==> src/sv/sith_ram.sv <==
// ============================================================================
// sith_ram
// Generic single-port synchronous RAM with registered read.
// ============================================================================
module sith_ram #(
    parameter int WIDTH = 8,
    parameter int DEPTH = 16
) (
    input  logic                     i_clk,
    input  logic                     i_we,
    input  logic [$clog2(DEPTH)-1:0] i_addr,
    input  logic [WIDTH-1:0]         i_wdata,
    output logic [WIDTH-1:0]         o_rdata
);
    logic [WIDTH-1:0] r_mem [DEPTH];
    logic [WIDTH-1:0] r_rdata;

    always_ff @(posedge i_clk) begin
        if (i_we) begin
            r_mem[i_addr] <= i_wdata;
        end
        r_rdata <= r_mem[i_addr];
    end

    assign o_rdata = r_rdata;
endmodule

==> config.mk <==
export PLATFORM = sky130hd
export DESIGN_NAME = sith_ram
export DESIGN_NICKNAME = d
export VERILOG_FILES = /design/src/sv/sith_ram.sv
export SDC_FILE = /design/constraint.sdc
export NUM_CORES = 1
export LEC_CHECK = 0
export BUFFER_PORTS_ARGS = -buffer_cell sky130_fd_sc_hd__clkbuf_2
export CELL_PAD_IN_SITES_DETAIL_PLACEMENT = 0
export CELL_PAD_IN_SITES_GLOBAL_PLACEMENT = 1
export CORE_MARGIN = 2
export CORE_UTILIZATION = 53
export DETAILED_ROUTE_END_ITERATION = 12
export GPL_TIMING_DRIVEN = 0
export MAX_ROUTING_LAYER = met4
export PLACE_DENSITY_LB_ADDON = 0.08
export SLEW_MARGIN = 5
export SYNTH_ARGS = -nofsm -noshare
export SYNTH_HDL_FRONTEND = slang
export SYNTH_SLANG_ARGS = --single-unit
==> constraint.sdc <==
create_clock -name i_clk -period 2 [get_ports i_clk]
set_input_delay 0.3 -clock i_clk [delete_from_list [all_inputs] [get_ports i_clk]]
set_output_delay 0.3 -clock i_clk [all_outputs]
set_load 0.02 [all_outputs]
==> results.cfg <==
[timing]
setup_viol = 0
finalHoldViolations = 0
rsz0062_at_grt = false
slew-limit-headroom_pct = 18.5
fin_crit_sh_pct = 91.5
postLayoutSetupSlackWorst_ns = 0.170
max_freq_ghz = 0.547
min_period_ns = 1.83
clock_skew_ns = 0.0103
finalMaxSlewViolations = 0
tightestPinTransition_ns = 1.21

[power_and_ir_drop]
internal_power_mw = 5.24
power.density_mw_per_mm2 = 1110
power_frac_comb_pct = 4.8
p_seq_share_pct = 48.8
swShare_pct = 20.3
leakagePower_nw = 1.92
clkPwrFrac_pct = 46.4
switching_power_mw = 1.33
ir_worst_vdd_mv = 0.565

[yosys]
netlist_instances = 230
yosys_warnings = 0
syn_area_mm2 = 0.00507
ys_ff_latch = 136
synth_fp_nets = 244
ys_seq_area_share_pct = 79.0
yosysUniqueCellTypes = 18
postSynthAreaPerCell_um2 = 22.0

[clock_tree]
clk_path_buf_depth = 2
clk_latency_ns = 0.52
htree_num_levels = 4
cts_tree = yes
cts_root_buf = clkbuf_8
clkSinkCount = 136
cts_inserted_buffers = 17
cts.clk_slew.worst_paths_ns = 0.07
post_cts.repair.setup_buffers = 0

[floorplan]
rows = 35
die_w_um = 102
initial_core_util_pct = 54.8
io_pins = 22
dieHeight_um = 102
die-area_mm2 = 0.0104
core_area_mm2 = 0.00924

[route]
final_antenna_net_count = 0
totalWireLength_um = 9200
avgViaCountPerCell = 5.68
drc = 0
vias = 2329
drtIter0Drc = 285
routedWlPerCell_um = 22.4
drt-pass1-iter-count = 4

[hold_path]
hold-path-cell-count = 1
hold_class = in2reg

[place]
place_inst = 378
place_congestion = 0.774
dpl_worst_slack_ns = -0.419
io_buffers = 19
place_area_mm2 = 0.00532
dpl.hpwl_um = 5830

[setup_path]
cp_max_fo = 10
crit_required_ns = 2.14
crit_type = in2reg
r2r_slack_ns = 0.62
cp-start-kind = input port
cp.arrival_ns = 1.97
end_kind = register
r2r_cells = 3

[global_route]
grt_pass1_wl_um = 14200
grt_antenna_before_repair = 0
grt_pass1_vias = 2357
track_usage_pct = 21.0
gr-total-overflow = 0
grt_max_degree = 17

[cells_and_area]
insertedDiodeCount = 0
areaGrowthSynthToFinish_pct = 16.9
final_cells = 410
finalNetCount = 282
fillerInstances = 635
final_util_pct = 64.1
drive_above_1_share_pct = 31.7
final_area_mm2 = 0.00592

[run_status]
status = completed

[flow_run]
drv_cap = 0
==> path summary, 6_finish.rpt <==
path	start	to
max	i_addr[1]	r_mem[11][7]
min	i_wdata[4]	r_mem[5][4]
max reg2reg	r_mem[7][5]	o_rdata[5]
min reg2reg	r_mem[3][2]	o_rdata[2]
==> registers in the layout, indices dropped and copies added, names as in the netlist <==
name,cells
o_rdata,8
r_mem,128
==> worst max-delay path, stage by stage <==
cell,delay (ns)
buf_2,0.25
buf_1,0.49
nand2_1,0.25
nor2_1,0.66
==> synthesized netlist by cell type <==
cell type | number | area, µm²
nor2b_1 | 2 | 12.5
a22oi_1 | 16 | 120
clkbuf_2 | 1 | 5.00
dfxtp_1 | 8 | 160
edfxtp_1 | 128 | 3840
nand2b_1 | 2 | 12.5
mux4_2 | 32 | 721
clkbuf_1 | 2 | 7.51
nand3_1 | 1 | 5.00
nor2_1 | 13 | 48.8
buf_2 | 2 | 10.0
buf_1 | 4 | 15.0
or3b_2 | 1 | 8.76
nand3b_1 | 2 | 15.0
nor3_1 | 4 | 20.0
buf_6 | 2 | 22.5
nand2_1 | 9 | 33.8
and2_1 | 1 | 6.26
==> timing repair <==
| action | 4_1_cts | 5_1_grt |
|---|---|---|
| gates resized for setup | 0 | 1 |
| hold buffers | 0 | 0 |
| endpoints found under the setup margin | 0 | 8 |
==> kinds of logic (layout without fill, tap and decap cells) <==
| logic type | count (synthesis) | after routing | share of synthesized area [%] |
|---|---|---|---|
| flops | 136 | 136 | 79.0 |
| mux | 32 | 32 | 14.2 |
| buf+inv | 11 | 62 | 1.19 |
| simple gates | 35 | 35 | 3.21 |
| compound gates | 16 | 16 | 2.37 |
==> power groups by stage <==
stage               registers (mW)  clock network (mW)  logic [mW]
floorplan                     3.28                   0       0.164
global placement              3.26                   0       0.316
detailed placement            3.26                   0       0.320
CTS                           3.20                3.08       0.320
global route                  3.21                3.22       0.343
finish                        3.20                3.05       0.314
==> cell type report <==
| class | instances | area, µm² | share of cell area, % |
|---|---|---|---|
| clock inverters | 12 | 153 | 2.58 |
| plain buffers | 11 | 60.1 | 1.01 |
| clock buffers | 20 | 435 | 7.35 |
| flip-flops and latches | 136 | 4000 | 67.6 |
| multi-input cells | 83 | 1020 | 17.1 |
| well taps | 129 | 161 | 2.72 |
| repair buffers | 19 | 95.1 | 1.61 |
==> per-stage QoR <==
step / hold WS, ns / power [mW] / TNS, ns
6_report: 0.241 / 6.57 / 0
5_1_grt: 0.258 / 6.77 / 0
4_1_cts: 0.241 / 6.60 / 0
3_5_place_dp: 0.687 / 3.58 / -33.07
3_3_place_gp: 0.675 / 3.58 / -33.79
2_1_floorplan: 0.399 / 3.45 / 0
==> layer usage <==
metal,track usage [%],vias to the layer above,routed length (µm),part of all wire [%]
met1,29.3,1201,3900,42
met4,6.86,0,107,1.2
met5,-,-,0,0
met3,5.31,14,670,7.3
met2,30.8,71,4520,49
li1,-,1043,-,-
==> cells in the final DEF, fill, tap and decap left out, types with 3 or more instances in the layout <==
cell type   count
mux4_2         32
bufinv_16       3
edfxtp_1      128
clkbuf_16      16
clkbuf_2       20
dfxtp_1         8
clkinvlp_4      3
nor2_1         12
clkbuf_1        4
buf_1           4
nand2_1         9
a22oi_1        16
(Power assumes the default switching activity.)
