**src/sv/sith_pkg.sv**
```systemverilog
// ============================================================================
// sith_pkg
// Shared constants, types and a hash helper for the string intern hash table.
// ============================================================================
package sith_pkg;

    localparam int TABLE_SLOTS_DEF   = 1024;
    localparam int MAX_KEY_BYTES_DEF = 32;

    localparam logic [31:0] HASH_BASIS = 32'd2166136261;
    localparam logic [31:0] HASH_PRIME = 32'd16777619;
    localparam int LOAD_DEN = 10;
    localparam int LOAD_NUM = 7;

    localparam int SLOT_INDEX_W = 10;

    typedef enum logic [1:0] {
        ST_FOUND     = 2'd0,
        ST_NOT_FOUND = 2'd1,
        ST_FULL      = 2'd2,
        ST_TOO_LONG  = 2'd3
    } t_status;

    // one FNV-1a step
    function automatic logic [31:0] fnv_step(input logic [31:0] h, input logic [7:0] b);
        logic [31:0] x;
        x = h ^ {24'd0, b};
        return x * HASH_PRIME;
    endfunction

endpackage

```
**src/sv/sith_key_buf.sv**
```systemverilog
// ============================================================================
// sith_key_buf
// Collects key bytes, keeps the running hash, length and overflow flag.
// ============================================================================
module sith_key_buf #(
    parameter int MAX_KEY_BYTES = 32
) (
    input  logic                              i_clk,
    input  logic                              i_rst_n,
    input  logic                              i_take,
    input  logic [7:0]                        i_byte,
    input  logic                              i_present,
    input  logic                              i_clear,
    input  logic [$clog2(MAX_KEY_BYTES)-1:0]  i_rd_idx,
    output logic [7:0]                        o_rd_byte,
    output logic [31:0]                       o_hash,
    output logic [$clog2(MAX_KEY_BYTES+1)-1:0] o_len,
    output logic                              o_overflow
);
    import sith_pkg::*;
    localparam int LW = $clog2(MAX_KEY_BYTES + 1);
    localparam int IW = $clog2(MAX_KEY_BYTES);

    logic [7:0]    r_buf [MAX_KEY_BYTES];
    logic [31:0]   r_hash, n_hash;
    logic [LW-1:0] r_len, n_len;
    logic          r_ovf, n_ovf;
    logic          full;

    assign full = (r_len == LW'(MAX_KEY_BYTES));

    always_comb begin
        n_hash = r_hash;
        n_len  = r_len;
        n_ovf  = r_ovf;
        if (i_clear) begin
            n_hash = HASH_BASIS;
            n_len  = '0;
            n_ovf  = 1'b0;
        end else if (i_take && i_present) begin
            n_hash = fnv_step(r_hash, i_byte);
            if (full) n_ovf = 1'b1;
            else      n_len = r_len + LW'(1);
        end
    end

    always_ff @(posedge i_clk) begin
        if (!i_rst_n) begin
            r_hash <= HASH_BASIS;
            r_len  <= '0;
            r_ovf  <= 1'b0;
        end else begin
            r_hash <= n_hash;
            r_len  <= n_len;
            r_ovf  <= n_ovf;
        end
    end

    // byte store, written at the current length, read at one index
    always_ff @(posedge i_clk) begin
        if (!i_clear && i_take && i_present && !full) begin
            r_buf[r_len[IW-1:0]] <= i_byte;
        end
    end

    assign o_rd_byte  = r_buf[i_rd_idx];
    assign o_hash     = r_hash;
    assign o_len      = r_len;
    assign o_overflow = r_ovf;
endmodule

```
**config.mk**
```make
export PLATFORM = sky130hd
export DESIGN_NAME = sith_key_buf
export DESIGN_NICKNAME = d
export VERILOG_FILES = /design/src/sv/sith_pkg.sv /design/src/sv/sith_key_buf.sv
export SDC_FILE = /design/constraint.sdc
export NUM_CORES = 1
export LEC_CHECK = 0
export BUFFER_PORTS_ARGS = -buffer_cell sky130_fd_sc_hd__buf_2
export CAP_MARGIN = 20
export CORE_MARGIN = 4
export CORE_UTILIZATION = 45
export DETAILED_ROUTE_END_ITERATION = 8
export REMOVE_ABC_BUFFERS = 1
export SLEW_MARGIN = 10
export SYNTH_ARGS = -nofsm -noshare
export SYNTH_HDL_FRONTEND = slang
export SYNTH_SLANG_ARGS = --single-unit
```
**constraint.sdc**
```tcl
create_clock -name i_clk -period 6.5 [get_ports i_clk]
set_input_delay 0.65 -clock i_clk [delete_from_list [all_inputs] [get_ports i_clk]]
set_output_delay 0.65 -clock i_clk [all_outputs]
set_load 0.01 [all_outputs]
```
==> impl_metrics.tcl <==
set metrics [dict create \
    status "completed" \
    period_needed_ns 5.80 \
    clock_latency_ns 0.56 \
    slowest_stage "dfxtp_1" \
    die-area_um2 41100 \
    synthCells 1207 \
    grt_busiest_layer "met2" \
    grt_pass1_vias 10100 \
    slew_viol_final 0 \
    io_buffers 64 \
    setup_tns_ns 0 \
    hold_class "input pin to register" \
    ioPinCount 65 \
    max_stage_delay_ns 0.51 \
    path_delay_family "adder cells" \
    worstSetupPathType "register to register" \
    antenna_found_initial 1 \
    async_flop_share_pct 0 \
    fmax_mhz 172 \
    cts_sinks 295 \
    fillers 3264 \
    worstSetupEndpointType "register" \
    ys_seq_elements 295 \
    cp_common_cell "ha_1" \
    htreeDepth 1 \
    rsz0062_at_grt "false" \
    numCtsBuffers 31 \
    setup_violations 0 \
    die_w_um 203 \
    wirelength_um 38900 \
    yosys.area.top_type_share_pct 45.1 \
    clk_pin_slew_ns 0.07 \
    seq_area_frac_synth_pct 49.6 \
    synth_top_family_by_area "adder cells" \
    globalRouteOverflowTotal 0 \
    synth-adder-area-share_pct 22.5 \
    fin_util_pct 50.7 \
    core_area_um2 37500 \
    drt-initial-drc-count 513 \
    cts_buffer_depth 3 \
    timing.max_cap.violations 0 \
    die_y_um 203 \
    start_util_pct 45.5 \
    seq_area_um2 8470 \
    met1_usage_pct 28.3 \
    yosys.area_share.xor_xnor_pct 2.49 \
    hold_violations 0 \
    synth_mux_area_share_pct 11.1 \
    synth-compound-area-share_pct 4.89 \
    worst_setup_path_start_kind "register" \
    routed-via-count 9752 \
    slew_headroom_pct 43.0 \
    cp_num_buf_inv 3 \
    layout_commonest_cell "edfxtp_1" \
    synth-warning-count 0 \
    multi_input_area_um2 7710 \
    ys.flop_type "edfxtp_1" \
    grt_use_total_pct 19.2 \
    max_slew.worst_pin.slew_ns 0.852 \
    post_cts_buffers 0 \
    rows 71 \
    grtUsageMet3_pct 2.65 \
    cp.required_ns 6.96 \
    grt_util_met2_pct 30.3 \
    routed_via_density 5.33 \
    drcViolationCount 0 \
    final_cell_mix "edfxtp_1 (256), inv_1 (198), ha_1 (189), mux4_2 (80), fa_1 (74)" \
    yosys-top-cells-area "edfxtp_1 (45%), ha_1 (14%), mux4_2 (11%), fa_1 (8.7%), dfxtp_1 (4.6%)" \
    antenna_cells 0 \
    synth_top_cell_by_area "edfxtp_1" \
    cp.arrival_ns 6.27 \
    skew_ns 0.0157 \
    grt_max_degree 48 \
    critPathMaxFanout 6 \
    synth_edf_count 256 \
    syn_area_um2 17100 \
    final_cells 1829 \
    avgSynthCellArea_um2 14.1 \
    dr.pass1.iters 4 \
    syn2layout_area_growth_pct 11.5 \
    ctsHoldBuffers 0 \
    grt_pass1_wl_um 60400 \
    synth-simple-area-share_pct 4.10 \
    antenna_left 0 \
    hpwl_um 29000 \
    dpl.cell_count 1774 \
    cts_resized 0 \
    cp_cell_sequence "xnor2_1, inv_1, ha_1, ha_1, fa_1, ha_1, fa_1, ha_1, inv_1, fa_1, inv_1, ha_1, and3_4, and3_2, a22o_1, a311oi_2, a311oi_2, or3_1, a32o_1" \
    wire_per_inst_um 21.3 \
    reg2reg_slack_ns 0.70 \
    hold_ws_ns 0.346 \
    synth.distinct_cells 60 \
    ctsRootBufferMaster "clkbuf_16" \
    place.gp.congestion 0.841 \
    drive_above_1_share_pct 17.4 \
    final_net_count 1577 \
    final.period_utilization_pct 89.3 \
    tritoncts "done" \
]
state kept, by name (all words and copies together) (netlist names):
| signal | flops |
|---|---|
| r_buf | 256 |
| o_hash | 32 |
| o_len | 6 |
| o_overflow | 1 |
final cells by class:
| type | instances | share of cell area (%) |
|---|---|---|
| clock buffer | 39 | 4.24 |
| clock inverter | 16 | 0.697 |
| inverter | 198 | 3.91 |
| multi-input combinational | 679 | 40.5 |
| sequential | 295 | 44.5 |
| tap | 511 | 3.36 |
| timing repair buffer | 91 | 2.76 |
routing by layer:
metal	up-vias	wire (um)
li1	4546	-
met1	4916	18000
met2	229	18100
met3	59	1870
met4	2	954
met5	-	13
Yosys cell counts, types with 5 or more instances:
cell type  count
and2_1         5
dfxtp_1       39
mux4_2        80
edfxtp_1     256
mux2_2         8
fa_1          74
buf_1          6
nand2_1       56
a21o_1         9
buf_2          7
inv_1        198
o21ai_0       24
o211ai_1      10
nand3_1        8
ha_1         189
xnor2_1       25
nor2_1        54
and3_1         6
xor2_1        21
clkbuf_1      22
a21oi_1       39
final timing paths:
kind	startpoint	endpoint	cells past startpoint
setup / recovery	o_hash[7]$_SDFFE_PP1P_	o_hash[27]$_SDFFE_PP0P_	19
hold / removal	i_byte[5]	r_buf[25][5]$_DFFE_PP_	1
setup reg to reg	o_hash[7]$_SDFFE_PP1P_	o_hash[27]$_SDFFE_PP0P_	19
hold reg to reg	o_overflow$_SDFFE_PP0P_	o_overflow$_SDFFE_PP0P_	2
kinds of logic after synthesis:
family / Yosys count
flops: 295
buf+inv: 233
xor+xnor: 47
mux: 89
compound gates: 125
fa+ha+maj: 263
simple gates: 155
through the flow:
| step | cell area [um^2] | setup slack (ns) |
|---|---|---|
| finish | 19000 | 0.696 |
| global route | 19000 | 0.412 |
| CTS | 19000 | 0.683 |
| detailed placement | 18100 | 0.309 |
| global placement | 18100 | 0.400 |
| floorplan | 16900 | 0.763 |
Power is left out: the tool's default activity adds up to more than one toggle a clock period on the data nets, which glitch-free logic cannot reach.
